`src/vlss_pkg.sv`:
```
`timescale 1ns / 1ps
package vlss_pkg;

  localparam int SlotCount = 16;
  localparam int SlotW = $clog2(SlotCount);
  localparam int CntW = $clog2(SlotCount + 1);
  localparam int ProdW = 16 + CntW;

  typedef enum logic [2:0] {
    MODE_SINGLE = 3'd0,
    MODE_LAYERS = 3'd1,
    MODE_XFADE  = 3'd2,
    MODE_ROUND  = 3'd3,
    MODE_RANDOM = 3'd4,
    MODE_STACK  = 3'd5,
    MODE_CHORD  = 3'd6,
    MODE_NONE   = 3'd7
  } trig_mode_t;

  typedef enum logic [1:0] {
    REQ_WRITE = 2'd0,
    REQ_CLEAR = 2'd1,
    REQ_CLEAR_ALL = 2'd2,
    REQ_TRIGGER = 2'd3
  } req_t;

  localparam logic [1:0] CFG_MODE  = 2'd0;
  localparam logic [1:0] CFG_FLOOR = 2'd1;
  localparam logic [1:0] CFG_CEIL  = 2'd2;
  localparam logic [1:0] CFG_SEED  = 2'd3;

  localparam logic [15:0] SeedReset = 16'd44257;
  localparam logic [15:0] LfsrMask  = 16'hB400;

  typedef struct packed {
    logic       active;
    logic [7:0] lo;
    logic [7:0] hi;
    logic [3:0] prio;
    logic [5:0] chord;
  } slot_t;

  // Divider handshake between the sequencer and the shared divider.
  typedef struct packed {
    logic        start;
    logic [24:0] dividend;
    logic [7:0]  divisor;
  } div_req_t;

  typedef struct packed {
    logic        done;
    logic [24:0] quotient;
  } div_rsp_t;

  typedef enum logic [2:0] {
    ST_IDLE,
    ST_COUNT,
    ST_MOD,
    ST_SCAN,
    ST_DIV,
    ST_EMIT,
    ST_OUT
  } state_t;

endpackage

```
`src/vlss_divider.sv`:
```
`timescale 1ns / 1ps
module vlss_divider
  import vlss_pkg::*;
(
  input  logic     clk,
  input  logic     rst_n,
  input  div_req_t req,
  output div_rsp_t rsp
);

  logic [24:0] quo_r, quo_nxt;
  logic [8:0]  rem_r, rem_nxt;
  logic [7:0]  dvs_r, dvs_nxt;
  logic [4:0]  cnt_r, cnt_nxt;
  logic        busy_r, busy_nxt;
  logic        done_r, done_nxt;
  logic [9:0]  trial;

  // One quotient bit per cycle, restoring division.
  always_comb begin
    quo_nxt  = quo_r;
    rem_nxt  = rem_r;
    dvs_nxt  = dvs_r;
    cnt_nxt  = cnt_r;
    busy_nxt = busy_r;
    done_nxt = 1'b0;
    trial    = {rem_r, quo_r[24]} - {2'b00, dvs_r};
    if (req.start) begin
      quo_nxt  = req.dividend;
      rem_nxt  = '0;
      dvs_nxt  = req.divisor;
      cnt_nxt  = 5'd24;
      busy_nxt = 1'b1;
    end else if (busy_r) begin
      if (!trial[9]) begin
        rem_nxt = trial[8:0];
        quo_nxt = {quo_r[23:0], 1'b1};
      end else begin
        rem_nxt = {rem_r[7:0], quo_r[24]};
        quo_nxt = {quo_r[23:0], 1'b0};
      end
      if (cnt_r == '0) begin
        busy_nxt = 1'b0;
        done_nxt = 1'b1;
      end
      cnt_nxt = cnt_r - 5'd1;
    end
  end

  always_ff @(posedge clk) begin
    if (!rst_n) begin
      busy_r <= 1'b0;
      done_r <= 1'b0;
    end else begin
      busy_r <= busy_nxt;
      done_r <= done_nxt;
    end
    quo_r <= quo_nxt;
    rem_r <= rem_nxt;
    dvs_r <= dvs_nxt;
    cnt_r <= cnt_nxt;
  end

  assign rsp.done     = done_r;
  assign rsp.quotient = quo_r;

`ifndef SYNTHESIS
  a_done_after_busy: assert property (@(posedge clk) disable iff (!rst_n)
    done_r |-> $past(busy_r))
    else $error("divider done without work");
  a_no_overlap: assert property (@(posedge clk) disable iff (!rst_n)
    busy_r && !req.start && cnt_r != '0 |=> busy_r)
    else $error("divider stopped early");
  a_start_busy: assert property (@(posedge clk) disable iff (!rst_n)
    req.start |=> busy_r)
    else $error("divider did not start");
`endif

endmodule

```
`src/velocity_layer_slot_selector.sv`:
```
`timescale 1ns / 1ps
// Channel   Direction  Handshake                Payload
// in_       input      in_valid / in_ready      request fields
// out_      output     out_valid / out_ready    one chosen slot per result
// cfg_      input      cfg_valid / cfg_ready    cfg_index, cfg_data
//
// Writes and clears finish in the cycle their request is accepted. A trigger
// counts the active slots in ST_COUNT, then scans the 16 slots in ST_SCAN.
// Round robin adds ST_MOD for the modulo; in single mode each active
// in-range slot with hi above lo holds the scan in ST_DIV for the divider.
// Each result passes through ST_EMIT and then waits in ST_OUT.
// Reset is synchronous; the table, settings, state and counters clear at once.
// The block takes no request while a trigger runs or a result waits.
module velocity_layer_slot_selector
  import vlss_pkg::*;
(
  input  logic              clk,
  input  logic              rst_n,
  input  logic              in_valid,
  output logic              in_ready,
  input  logic [1:0]        in_req_type,
  input  logic [3:0]        in_slot_index,
  input  logic [7:0]        in_vel_low,
  input  logic [7:0]        in_vel_high,
  input  logic [3:0]        in_slot_priority,
  input  logic signed [5:0] in_chord_step,
  input  logic              in_slot_enable,
  input  logic [7:0]        in_trig_velocity,
  output logic              out_valid,
  input  logic              out_ready,
  output logic [3:0]        out_chosen_slot,
  output logic signed [5:0] out_chosen_chord_step,
  output logic [7:0]        out_used_velocity,
  output logic              out_last_of_run,
  input  logic              cfg_valid,
  output logic              cfg_ready,
  input  logic [1:0]        cfg_index,
  input  logic [15:0]       cfg_data
);

  slot_t                table_r [SlotCount];
  state_t               state_r, state_nxt;
  trig_mode_t           mode_r;
  logic [7:0]           floor_r, ceil_r, vel_r;
  logic [15:0]          rnd_r, rnd_nxt, rnd_step;
  logic [3:0]           rot_r, rot_nxt;
  logic [SlotW-1:0]     idx_r, idx_nxt;
  logic [CntW-1:0]      n_r, n_nxt, k_r, k_nxt, target_r, target_nxt;
  logic                 found_r, found_nxt, have_r, have_nxt;
  logic [SlotW-1:0]     best_r, best_nxt, first_r, first_nxt;
  logic [23:0]          best_score_r, best_score_nxt;
  logic [SlotCount-1:0] sel_r, sel_nxt, sel_rest;
  logic [SlotW-1:0]     low_idx;
  logic [3:0]           o_slot_r;
  logic [5:0]           o_chord_r;
  logic                 o_last_r;
  div_req_t             dreq;
  div_rsp_t             drsp;
  slot_t                cur;
  logic                 cur_in, cur_single;
  logic [8:0]           twice, sum, offs;
  logic [7:0]           width;
  logic [16:0]          p_val;
  logic [5:0]           prio3;
  logic [23:0]          score;
  logic [7:0]           vclamp;
  logic [ProdW-1:0]     rprod;
  logic                 accept_in, accept_cfg, scan_end;

  vlss_divider u_div (.clk(clk), .rst_n(rst_n), .req(dreq), .rsp(drsp));

  assign in_ready   = (state_r == ST_IDLE) && !out_valid;
  assign cfg_ready  = 1'b1;
  assign accept_in  = in_valid && in_ready;
  assign accept_cfg = cfg_valid && cfg_ready;
  assign out_valid  = (state_r == ST_OUT);
  assign out_chosen_slot       = o_slot_r;
  assign out_chosen_chord_step = o_chord_r;
  assign out_used_velocity     = vel_r;
  assign out_last_of_run       = o_last_r;

  // Current slot under the scan pointer and its single-mode score.
  always_comb begin
    cur        = table_r[idx_r];
    cur_in     = (vel_r >= cur.lo) && (vel_r <= cur.hi);
    cur_single = cur.active && cur_in && (cur.hi > cur.lo);
    width      = cur.hi - cur.lo;
    twice      = {vel_r, 1'b0};
    sum        = {1'b0, cur.lo} + {1'b0, cur.hi};
    offs       = (twice >= sum) ? twice - sum : sum - twice;
    p_val      = 17'h10000 - drsp.quotient[16:0];
    // The priority weight 196608 is three times 65536.
    prio3      = {2'b00, cur.prio} + {1'b0, cur.prio, 1'b0};
    score      = (24'(p_val) * 24'd105) + {2'b00, prio3, 16'h0000};
    vclamp     = (in_trig_velocity > ceil_r) ? ceil_r : in_trig_velocity;
    if (vclamp < floor_r) vclamp = floor_r;
  end

  // Random mode steps the register once per trigger with active slots.
  assign rnd_step = rnd_r[0] ? ((rnd_r >> 1) ^ LfsrMask) : (rnd_r >> 1);

  // Lowest selected slot is emitted next.
  always_comb begin
    low_idx = '0;
    for (int i = SlotCount - 1; i >= 0; i--) begin
      if (sel_r[i]) low_idx = SlotW'(i);
    end
    sel_rest = sel_r;
    sel_rest[low_idx] = 1'b0;
  end

  // Sequencer: count, reduce, scan, divide, emit.
  always_comb begin
    state_nxt      = state_r;
    idx_nxt        = idx_r;
    n_nxt          = n_r;
    k_nxt          = k_r;
    target_nxt     = target_r;
    found_nxt      = found_r;
    best_nxt       = best_r;
    best_score_nxt = best_score_r;
    have_nxt       = have_r;
    first_nxt      = first_r;
    sel_nxt        = sel_r;
    rot_nxt        = rot_r;
    rnd_nxt        = rnd_r;
    rprod          = '0;
    scan_end       = 1'b0;
    dreq.start     = 1'b0;
    dreq.dividend  = {offs, 16'h0000};
    dreq.divisor   = width;
    unique case (state_r)
      ST_IDLE: begin
        if (accept_in && req_t'(in_req_type) == REQ_TRIGGER) begin
          state_nxt = ST_COUNT;
          idx_nxt   = '0;
          n_nxt     = '0;
        end
      end
      ST_COUNT: begin
        if (cur.active) n_nxt = n_r + CntW'(1);
        idx_nxt = idx_r + SlotW'(1);
        if (idx_r == SlotW'(SlotCount - 1)) begin
          k_nxt          = '0;
          found_nxt      = 1'b0;
          have_nxt       = 1'b0;
          sel_nxt        = '0;
          best_score_nxt = '0;
          target_nxt     = '0;
          if (n_nxt == '0 || mode_r == MODE_NONE) begin
            state_nxt = ST_IDLE;
          end else if (mode_r == MODE_ROUND) begin
            target_nxt = CntW'(rot_r);
            state_nxt  = ST_MOD;
          end else begin
            if (mode_r == MODE_RANDOM) begin
              rnd_nxt    = rnd_step;
              rprod      = ProdW'(rnd_step) * ProdW'(n_nxt);
              target_nxt = rprod[ProdW-1:16];
            end
            state_nxt = ST_SCAN;
          end
        end
      end
      ST_MOD: begin
        // Rotation modulo the active count by repeated subtraction.
        if (target_r >= n_r) begin
          target_nxt = target_r - n_r;
        end else begin
          state_nxt = ST_SCAN;
        end
      end
      ST_SCAN: begin
        // The first active slot is the fallback of single mode.
        if (cur.active && !have_r) begin
          have_nxt  = 1'b1;
          first_nxt = idx_r;
        end
        case (mode_r) inside
          MODE_SINGLE: begin
            if (cur_single) begin
              dreq.start = 1'b1;
              state_nxt  = ST_DIV;
            end
          end
          MODE_LAYERS: begin
            if (cur.active && cur_in) sel_nxt[idx_r] = 1'b1;
          end
          MODE_ROUND, MODE_RANDOM: begin
            if (cur.active) begin
              if (k_r == target_r) sel_nxt[idx_r] = 1'b1;
              k_nxt = k_r + CntW'(1);
            end
          end
          MODE_XFADE, MODE_STACK, MODE_CHORD: begin
            if (cur.active) sel_nxt[idx_r] = 1'b1;
          end
          default: ;
        endcase
        if (!dreq.start) begin
          idx_nxt  = idx_r + SlotW'(1);
          scan_end = (idx_r == SlotW'(SlotCount - 1));
        end
      end
      ST_DIV: begin
        if (drsp.done) begin
          if (!found_r || score > best_score_r) begin
            found_nxt      = 1'b1;
            best_nxt       = idx_r;
            best_score_nxt = score;
          end
          state_nxt = ST_SCAN;
          idx_nxt   = idx_r + SlotW'(1);
          scan_end  = (idx_r == SlotW'(SlotCount - 1));
        end
      end
      ST_EMIT: begin
        if (sel_r == '0) begin
          state_nxt = ST_IDLE;
        end else begin
          sel_nxt   = sel_rest;
          state_nxt = ST_OUT;
        end
      end
      ST_OUT: begin
        if (out_ready) begin
          if (o_last_r) begin
            state_nxt = ST_IDLE;
            if (mode_r == MODE_ROUND)
              rot_nxt = (target_r + CntW'(1) == n_r) ? 4'd0 : 4'(target_r + CntW'(1));
          end else begin
            state_nxt = ST_EMIT;
          end
        end
      end
      default: state_nxt = ST_IDLE;
    endcase
    // End of the scan: single mode selects the best or the fallback slot.
    if (scan_end) begin
      state_nxt = ST_EMIT;
      if (mode_r == MODE_SINGLE) begin
        sel_nxt = '0;
        sel_nxt[found_nxt ? best_nxt : first_nxt] = 1'b1;
      end
    end
    // Clearing the table or writing the mode resets the rotation.
    if (accept_in && req_t'(in_req_type) == REQ_CLEAR_ALL) rot_nxt = '0;
    if (accept_cfg && cfg_index == CFG_MODE) rot_nxt = '0;
    if (accept_cfg && cfg_index == CFG_SEED) rnd_nxt = cfg_data;
  end

  always_ff @(posedge clk) begin
    if (!rst_n) begin
      state_r  <= ST_IDLE;
      mode_r   <= MODE_SINGLE;
      floor_r  <= 8'd0;
      ceil_r   <= 8'd255;
      rnd_r    <= SeedReset;
      rot_r    <= '0;
      for (int i = 0; i < SlotCount; i++) table_r[i] <= '0;
      idx_r    <= '0;
      n_r      <= '0;
      k_r      <= '0;
      target_r <= '0;
      found_r  <= 1'b0;
      have_r   <= 1'b0;
      sel_r    <= '0;
    end else begin
      state_r  <= state_nxt;
      idx_r    <= idx_nxt;
      n_r      <= n_nxt;
      k_r      <= k_nxt;
      target_r <= target_nxt;
      found_r  <= found_nxt;
      have_r   <= have_nxt;
      sel_r    <= sel_nxt;
      rot_r    <= rot_nxt;
      rnd_r    <= rnd_nxt;
      if (accept_in) begin
        unique case (req_t'(in_req_type))
          REQ_WRITE: begin
            table_r[in_slot_index].active <= in_slot_enable;
            table_r[in_slot_index].lo     <= in_vel_low;
            table_r[in_slot_index].hi     <= (in_vel_high < in_vel_low) ? in_vel_low
                                                                        : in_vel_high;
            table_r[in_slot_index].prio   <= in_slot_priority;
            table_r[in_slot_index].chord  <= in_chord_step;
          end
          REQ_CLEAR: table_r[in_slot_index] <= '0;
          REQ_CLEAR_ALL: begin
            for (int i = 0; i < SlotCount; i++) table_r[i] <= '0;
          end
          REQ_TRIGGER: vel_r <= vclamp;
          default: ;
        endcase
      end
      if (accept_cfg) begin
        unique case (cfg_index)
          CFG_MODE:  mode_r <= trig_mode_t'(cfg_data[2:0]);
          CFG_FLOOR: floor_r <= cfg_data[7:0];
          CFG_CEIL:  ceil_r <= cfg_data[7:0];
          default: ;
        endcase
      end
    end
    best_r       <= best_nxt;
    best_score_r <= best_score_nxt;
    first_r      <= first_nxt;
    // Load the result register with the lowest remaining slot.
    if (state_r == ST_EMIT) begin
      o_slot_r  <= low_idx;
      o_chord_r <= table_r[low_idx].chord;
      o_last_r  <= (sel_rest == '0);
    end
  end

`ifndef SYNTHESIS
  a_out_hold: assert property (@(posedge clk) disable iff (!rst_n)
    out_valid && !out_ready |=> out_valid && $stable(out_chosen_slot))
    else $error("result dropped");
  a_no_in_busy: assert property (@(posedge clk) disable iff (!rst_n)
    state_r != ST_IDLE |-> !in_ready)
    else $error("ready while busy");
  a_div_wait: assert property (@(posedge clk) disable iff (!rst_n)
    drsp.done |-> state_r == ST_DIV)
    else $error("divider result unused");
`endif

endmodule
```
`config.mk`:
```
export PLATFORM = sky130hd
export DESIGN_NAME = velocity_layer_slot_selector
export DESIGN_NICKNAME = d
export VERILOG_FILES = /design/src/vlss_pkg.sv /design/src/vlss_divider.sv /design/src/velocity_layer_slot_selector.sv
export SDC_FILE = /design/constraint.sdc
export NUM_CORES = 1
export LEC_CHECK = 0
export BUFFER_PORTS_ARGS = -buffer_cell sky130_fd_sc_hd__buf_2
export CAP_MARGIN = 20
export CORE_MARGIN = 4
export CORE_UTILIZATION = 55
export CTS_BUF_LIST = sky130_fd_sc_hd__clkbuf_8
export CTS_CLUSTER_DIAMETER = 30
export DETAILED_ROUTE_END_ITERATION = 10
export PLACE_DENSITY = 0.72
export SYNTH_ARGS = -nofsm -noshare
export SYNTH_HDL_FRONTEND = slang
export SYNTH_SLANG_ARGS = --single-unit
```
`constraint.sdc`:
```
create_clock -name clk -period 10.4 [get_ports clk]
set_clock_uncertainty 0.05 [all_clocks]
set_input_delay 2.08 -clock clk [delete_from_list [all_inputs] [get_ports clk]]
set_output_delay 2.08 -clock clk [all_outputs]
set_load 0.005 [all_outputs]
```
Word-level counts from Yosys, hierarchy flattened
Memories as Yosys holds them, arrays and structs flattened. A register that Yosys moved wholly into a read port is not among the register bits.
Cells that the tools add are included.

word-level totals
  output and inout port bits = 22
  bits in writable memories = 432
  bits in registers = 173
  word-level logic and storage cells = 330
  memories = 1

memory list
  name     depth  bits a word  read ports  clocked after Yosys merged registers in  write ports  line                                source
  table_r  16     27           2           2                                        16           velocity_layer_slot_selector.sv:41  slot_t table_r [SlotCount];

cells by class
  equality and inequality tests = 46
  muxes and demuxes = 147
  $lt $le $gt $ge = 15
  reduce and logical (&&, ||, !) cells = 55
  multiply operators = 2
  bitwise operators = 23
  $add $sub $neg = 14

operators with widths
  kind                     count
  $mux W27                 18
  $mux W16                 19
  $mux W4                  29
  $mux W24                 3
  $mux W5                  13
  $mux W25                 2
  $pmux W16 S3             1
  $pmux W24 S2             1
  $mux W1                  34
  $logic_not A16 Y1        2
  $mux W3                  10
  $pmux W5 S2              3
  $reduce_or A27 Y1        1
  $add A24 B22 Y24         1
  $gt A24 B24 Y1           1
  $mul A17 B7 Y24 const B  1
  $mux W8                  3
  $ne A2 B2 Y1 const B     11
  $eq A3 B3 Y1 const B     7
  $mul A16 B5 Y21          1
  $pmux W3 S7              1
  $mux W9                  2
  $sub A9 B9 Y9            2
  $or A1 B1 Y1             17
  52 further kinds         119

Depth between registers and ports, before layout
  word-level depth = 26
  gate-level depth with buffers = 33
  gate-level depth less buffers = 32

Modules after synthesis
A second synthesis with hierarchy kept.

second synthesis, totals
  cells, all modules = 3138
  area, all modules = 35242.6 um2

modules (own cells, without submodules)
  module                        sequential area each (um2)  instances  area each (um2)  cells an instance
  velocity_layer_slot_selector  16085.4                     1          32804.0          2940
  vlss_divider                  1311.3                      1          2438.6           198

Least setup slack after synthesis
Ideal clock, no wire load.

  path kind = reg2reg
  start = register u_div.quo_r[0]
  end = register best_score_r[0] (enable)
  required time = 9912 ps
  cell stages (with the launch flop) = 30
  arrival time = 8253 ps
  setup time = 438 ps
  clock period less this slack = 8741 ps
  path slack = 1659 ps
  path through = dfxtp_1 > clkbuf_1 > inv_1 > ha_1 > nand2_1 > or3_1 > or3_1 > nor2_1 > nand2_1 > xor2_1 > ha_1 > inv_1 > fa_1 > fa_1 > inv_1 > fa_1 > ha_1 > a211oi_1 > nand2_1 > nor3b_1 > a21o_1 > a211oi_1 > nor3_1 > xor2_1 > ha_1 > nand3_1 > or3_1 > a2111oi_0 > a221oi_1 > o21ai_0

between the ends
  cells in the longest elaborated chain, start to end = 7

RTL lines
  element                             line                                 source
  from (decl)                         vlss_divider.sv:11                   logic [24:0] quo_r, quo_nxt;
  from (signal assigned)              vlss_divider.sv:58                   quo_r <= quo_nxt;
  $sub A17 B17 Y17                    velocity_layer_slot_selector.sv:91   p_val = 17'h10000 - drsp.quotient[16:0];
  $mul A17 B7 Y24                     velocity_layer_slot_selector.sv:94   score = (24'(p_val) * 24'd105) + {2'b00, prio3, 16'h0000};
  $add A24 B22 Y24                    velocity_layer_slot_selector.sv:94
  net score[22]                       velocity_layer_slot_selector.sv:65   logic [23:0] score;
  $gt A24 B24 Y1                      velocity_layer_slot_selector.sv:207  if (!found_r || score > best_score_r) begin
  $logic_or A1 B1 Y1                  velocity_layer_slot_selector.sv:207
  $ne A2 B2 Y1 (no source line)       n/a
  $reduce_and A4 Y1 (no source line)  n/a
  to (signal assigned)                velocity_layer_slot_selector.sv:307  best_score_r <= best_score_nxt;
  to (decl)                           velocity_layer_slot_selector.sv:51   logic [23:0] best_score_r, best_score_nxt;

The timed path passes the listed nets, and every way through them passes these cells.
A chain may end at the register's enable or synchronous reset.

Final worst setup path
  start = register u_div.quo_r[0]
  end = register sel_r[7]

between the ends
  cells in the longest elaborated chain, start to end = 15
  elaborated cells between the ends (all ways) = 19
  those cells by class = 2 x add/sub; 1 x mul; 3 x order compare; 11 x mux; 2 x reduce/logical

RTL lines
  element                                                             line                                 source
  $sub A17 B17 Y17 (*)                                                velocity_layer_slot_selector.sv:91
  $mul A17 B7 Y24 (*)                                                 velocity_layer_slot_selector.sv:94
  $add A24 B22 Y24 (*)                                                velocity_layer_slot_selector.sv:94
  net score[22]                                                       velocity_layer_slot_selector.sv:65
  $gt A24 B24 Y1 (*)                                                  velocity_layer_slot_selector.sv:207
  $logic_or A1 B1 Y1 (*)                                              velocity_layer_slot_selector.sv:207
  $mux W1 or $mux W4 (tied branches)                                  velocity_layer_slot_selector.sv:207
  $mux W1 or $mux W4 (tied branches)                                  velocity_layer_slot_selector.sv:206  if (drsp.done) begin
  $pmux W1 S2 or $mux W4 (tied branches)                              velocity_layer_slot_selector.sv:132  unique case (state_r)
  $mux W4 (*)                                                         velocity_layer_slot_selector.sv:243  sel_nxt[found_nxt ? best_nxt : first_nxt] = 1'b1;
  $lt A4 B5 Y1 (not written as such) or $ge A4 B1 Y1 (tied branches)  velocity_layer_slot_selector.sv:243
  $logic_and A1 B1 Y1 (not written as such)                           velocity_layer_slot_selector.sv:243
  $mux W1                                                             velocity_layer_slot_selector.sv:243
  $demux W1 S4 (*)                                                    velocity_layer_slot_selector.sv:243
  $mux W16 (*)                                                        velocity_layer_slot_selector.sv:241  if (mode_r == MODE_SINGLE) begin
  $mux W16 (*)                                                        velocity_layer_slot_selector.sv:239  if (scan_end) begin
  to (signal assigned)                                                velocity_layer_slot_selector.sv:276  sel_r <= sel_nxt;
  to (decl)                                                           velocity_layer_slot_selector.sv:52   logic [SlotCount-1:0] sel_r, sel_nxt, sel_rest;

Mark *: on every way through the listed nets, which the timed path passes. The rest lies on a longest branch.

==> impl_metrics.py <==
metrics = {
    "run_status": {
        "status": "finished, final reports clean",
    },
    "cts": {
        "postCtsSetupBuffers": 0,
        "clkTransAtPathRegs_ns": 0.06,
        "clock_sinks": 615,
        "ctsHoldBuffers": 0,
        "cts_tree": "built",
        "clock_latency_ns": 0.74,
        "htreeDepth": 3,
        "numCtsBuffers": 120,
        "root_buffer": "clkbuf_8",
        "cts.path.max_buffers": 3,
        "cts_resized": 0,
    },
    "die": {
        "die_y_um": 261,
        "coreArea_mm2": 0.0631,
        "num_io_pins": 86,
        "die_width_um": 261,
        "initial_utilization_pct": 55.6,
        "die_area_mm2": 0.0679,
        "fp-row-count": 92,
    },
    "global_route": {
        "grt_start_max_net_pins": 52,
        "grt-ovfl-total": 0,
        "groute.usage.overall_pct": 27.5,
        "grt_pass1_wl_mm": 144,
        "antenna_found_initial": 2,
        "grt_pass1_vias": 26000,
    },
    "power_and_ir_drop": {
        "power_density_mw_per_mm2": 223,
        "combPwrFrac_pct": 35.7,
        "seqPwrFrac_pct": 34.4,
        "vdd_ir_drop_max_mv": 0.168,
        "leakagePower_nw": 16.0,
        "power.share.clock_pct": 29.9,
        "switching_share_pct": 34.8,
        "p_int_mw": 5.70,
        "p_sw_mw": 3.03,
    },
    "sta": {
        "rsz0062_at_grt": "false",
        "hold_violations": 0,
        "slew_violations": 0,
        "fmax_mhz": 115,
        "setup_violations": 0,
        "tightest_slew_ns": 1.08,
        "slew_headroom_pct": 27.6,
        "tns_ns": 0,
        "post-route-min-period_ns": 8.70,
        "min_period_over_period_pct": 83.7,
    },
    "yosys": {
        "synth_xor_area_share_pct": 2.37,
        "synth_sequential_area_ratio_pct": 49.1,
        "syn_nets": 3520,
        "ys_seq_elements": 615,
        "synthCells": 3171,
        "synthAdderAreaFrac_pct": 11.8,
        "ys.flop_type": "edfxtp_1",
        "synth_top_family_by_area": "simple AND/OR/NAND/NOR gates",
        "synth_cell_types": 82,
        "synth_compound_area_share_pct": 8.16,
        "synthSimpleGateAreaFrac_pct": 13.5,
        "syn_area_mm2": 0.0351,
        "yosysWarnings": 0,
        "syn_avg_cell_area_um2": 11.1,
        "async_flop_share_pct": 0,
        "synth_edf_count": 492,
        "synth_mux_area_share_pct": 10.3,
    },
    "drt": {
        "via_per_inst": 6.00,
        "drc": 0,
        "wirelength_mm": 92.6,
        "firstDrtPassIters": 7,
        "wl_per_cell_um": 21.9,
        "ant_nets": 0,
        "drtIter0Drc": 2391,
        "num_vias": 25300,
    },
    "finish": {
        "drive_gt1_share_pct": 14.9,
        "final_common_cell": "nor2_1",
        "final_cell_mix": "nor2_1, edfxtp_1, inv_1",
        "fin_nets": 3620,
        "finalCoreUtilization_pct": 62.0,
        "area_growth_pct": 11.4,
    },
    "worst_setup_path": {
        "regToRegEndpoint": "sel_r[7]$_SDFF_PN0_",
        "slowest_delay_ns": 0.60,
        "worstSetupPathType": "reg -> reg",
        "cp-end-kind": "flip-flop",
        "critPathMaxFanout": 8,
        "regToRegStartpoint": "u_div.quo_r[0]$_SDFFE_PP0P_",
        "worstPathArrival_ns": 9.29,
        "slowest_stage": "or4_1",
        "reg2reg_setup_slack_ns": 1.70,
        "cp_common_cell": "ha_1",
        "r2r_cells": 32,
        "cp.required_ns": 10.99,
        "critPathBufInv": 3,
        "cp_top_family": "adder cells",
        "critPathLaunchType": "flip-flop",
    },
    "job": {
        "cap_violations": 0,
    },
    "place": {
        "routabilityCongestion": 0.902,
        "hpwlAfterDp_mm": 60.4,
        "port_buffers": 84,
    },
    "hold_path": {
        "hp-class": "reg -> reg",
        "worstHoldPathCells": 2,
        "min_from": "u_div.rem_r[1]$_SDFFE_PP0P_",
        "holdPathEnd": "u_div.rem_r[1]$_SDFFE_PP0P_",
    },
}
==> per-layer routing <==
metal | global-route usage [%] | vias to the layer above | share of wire [%]
li1 | - | 11500 | -
met1 | 35.4 | 12500 | 39
met2 | 46.4 | 1118 | 49
met3 | 4.47 | 245 | 7.9
met4 | 11.6 | 0 | 4.2
met5 | 0 | - | 0
==> flip-flops by register name, indices dropped and copies added (netlist names), 3 cells and up, named ones only <==
name / cells
u_div.quo_r: 25
ceil_r: 8
best_score_r: 24
idx_r: 4
out_chosen_slot: 4
rnd_r: 16
target_r: 5
sel_r: 16
rot_r: 4
table_r: 432
k_r: 5
n_r: 5
floor_r: 8
first_r: 4
u_div.rem_r: 9
u_div.cnt_r: 5
out_chosen_chord_step: 6
u_div.dvs_r: 8
best_r: 4
mode_r: 3
state_r: 3
out_used_velocity: 8
==> power groups by stage <==
stage          clock network (mW)  registers [mW]  logic (mW)
6_report                     2.61            3.00        3.12
5_1_grt                      2.77            3.02        3.50
4_1_cts                      2.64            3.00        3.12
3_5_place_dp                    0            3.05        3.09
3_3_place_gp                    0            3.04        2.97
2_1_floorplan                   0            2.97        2.38
==> tightest hold or removal path, cell delays in order (launching register included) <==
cell	delay [ns]
dfxtp_1	0.32
nand2b_1	0.07
a21oi_1	0.05
==> logic make-up after synthesis <==
family,after synthesis
other,1
muxes,224
DFF,615
buffers and inverters,431
and+or+nand+nor,1080
adders and majority gates,286
AOI/OAI and AO/OA,439
xor gates and xnor gates,95
==> cells in the mapped netlist (30+ instances only) <==
library cell | number | area, µm²
mux2_2 | 42 | 473
a211oi_1 | 41 | 308
nand3_1 | 51 | 255
xnor2_1 | 51 | 447
and2_1 | 42 | 263
nor2_1 | 600 | 2250
nor3_1 | 30 | 150
o21ai_0 | 80 | 400
xor2_1 | 44 | 385
fa_1 | 77 | 1540
nor2b_1 | 39 | 244
dfxtp_1 | 123 | 2460
mux2i_1 | 73 | 731
inv_1 | 259 | 972
mux4_2 | 104 | 2340
edfxtp_1 | 492 | 14800
a21oi_1 | 104 | 521
clkbuf_1 | 143 | 537
nand2_1 | 184 | 691
ha_1 | 208 | 2600
a21o_1 | 37 | 278
==> stage by stage <==
step	cells	setup slack [ns]	cell area (µm²)	total power, mW	hold slack [ns]
4_1_cts	4214	1.64	39000	8.76	0.432
6_report	4219	1.70	39100	8.73	0.433
3_5_place_dp	3992	1.71	36400	6.14	0.418
5_1_grt	4219	0.924	39100	9.29	0.452
2_1_floorplan	3171	1.66	35100	5.36	0.382
3_3_place_gp	3988	1.96	36400	6.01	0.395
==> area by class of cell <==
type / count / area [µm²]
repair buffers: 147 / 925
multi-input cells: 2125 / 16200
clock inverters: 94 / 871
flip-flops and latches: 615 / 17200
well taps: 846 / 1060
diodes: 2 / 5.00
clock buffers: 128 / 1760
fillers: 4980 / 24000
inverters: 262 / 983
==> worst max-delay path by stage <==
stage	depth (start not counted)	start	endpoint
2_1_floorplan	29	u_div.quo_r[0]$_SDFFE_PP0P_	best_score_r[0]$_SDFFCE_PP0P_
3_3_place_gp	32	u_div.quo_r[0]$_SDFFE_PP0P_	sel_r[7]$_SDFF_PN0_
3_5_place_dp	32	u_div.quo_r[0]$_SDFFE_PP0P_	sel_r[7]$_SDFF_PN0_
4_1_cts	32	u_div.quo_r[0]$_SDFFE_PP0P_	sel_r[7]$_SDFF_PN0_
5_1_grt	32	u_div.quo_r[0]$_SDFFE_PP0P_	sel_r[7]$_SDFF_PN0_
6_report	32	u_div.quo_r[0]$_SDFFE_PP0P_	sel_r[7]$_SDFF_PN0_
Power figures use the tool's default switching activity.
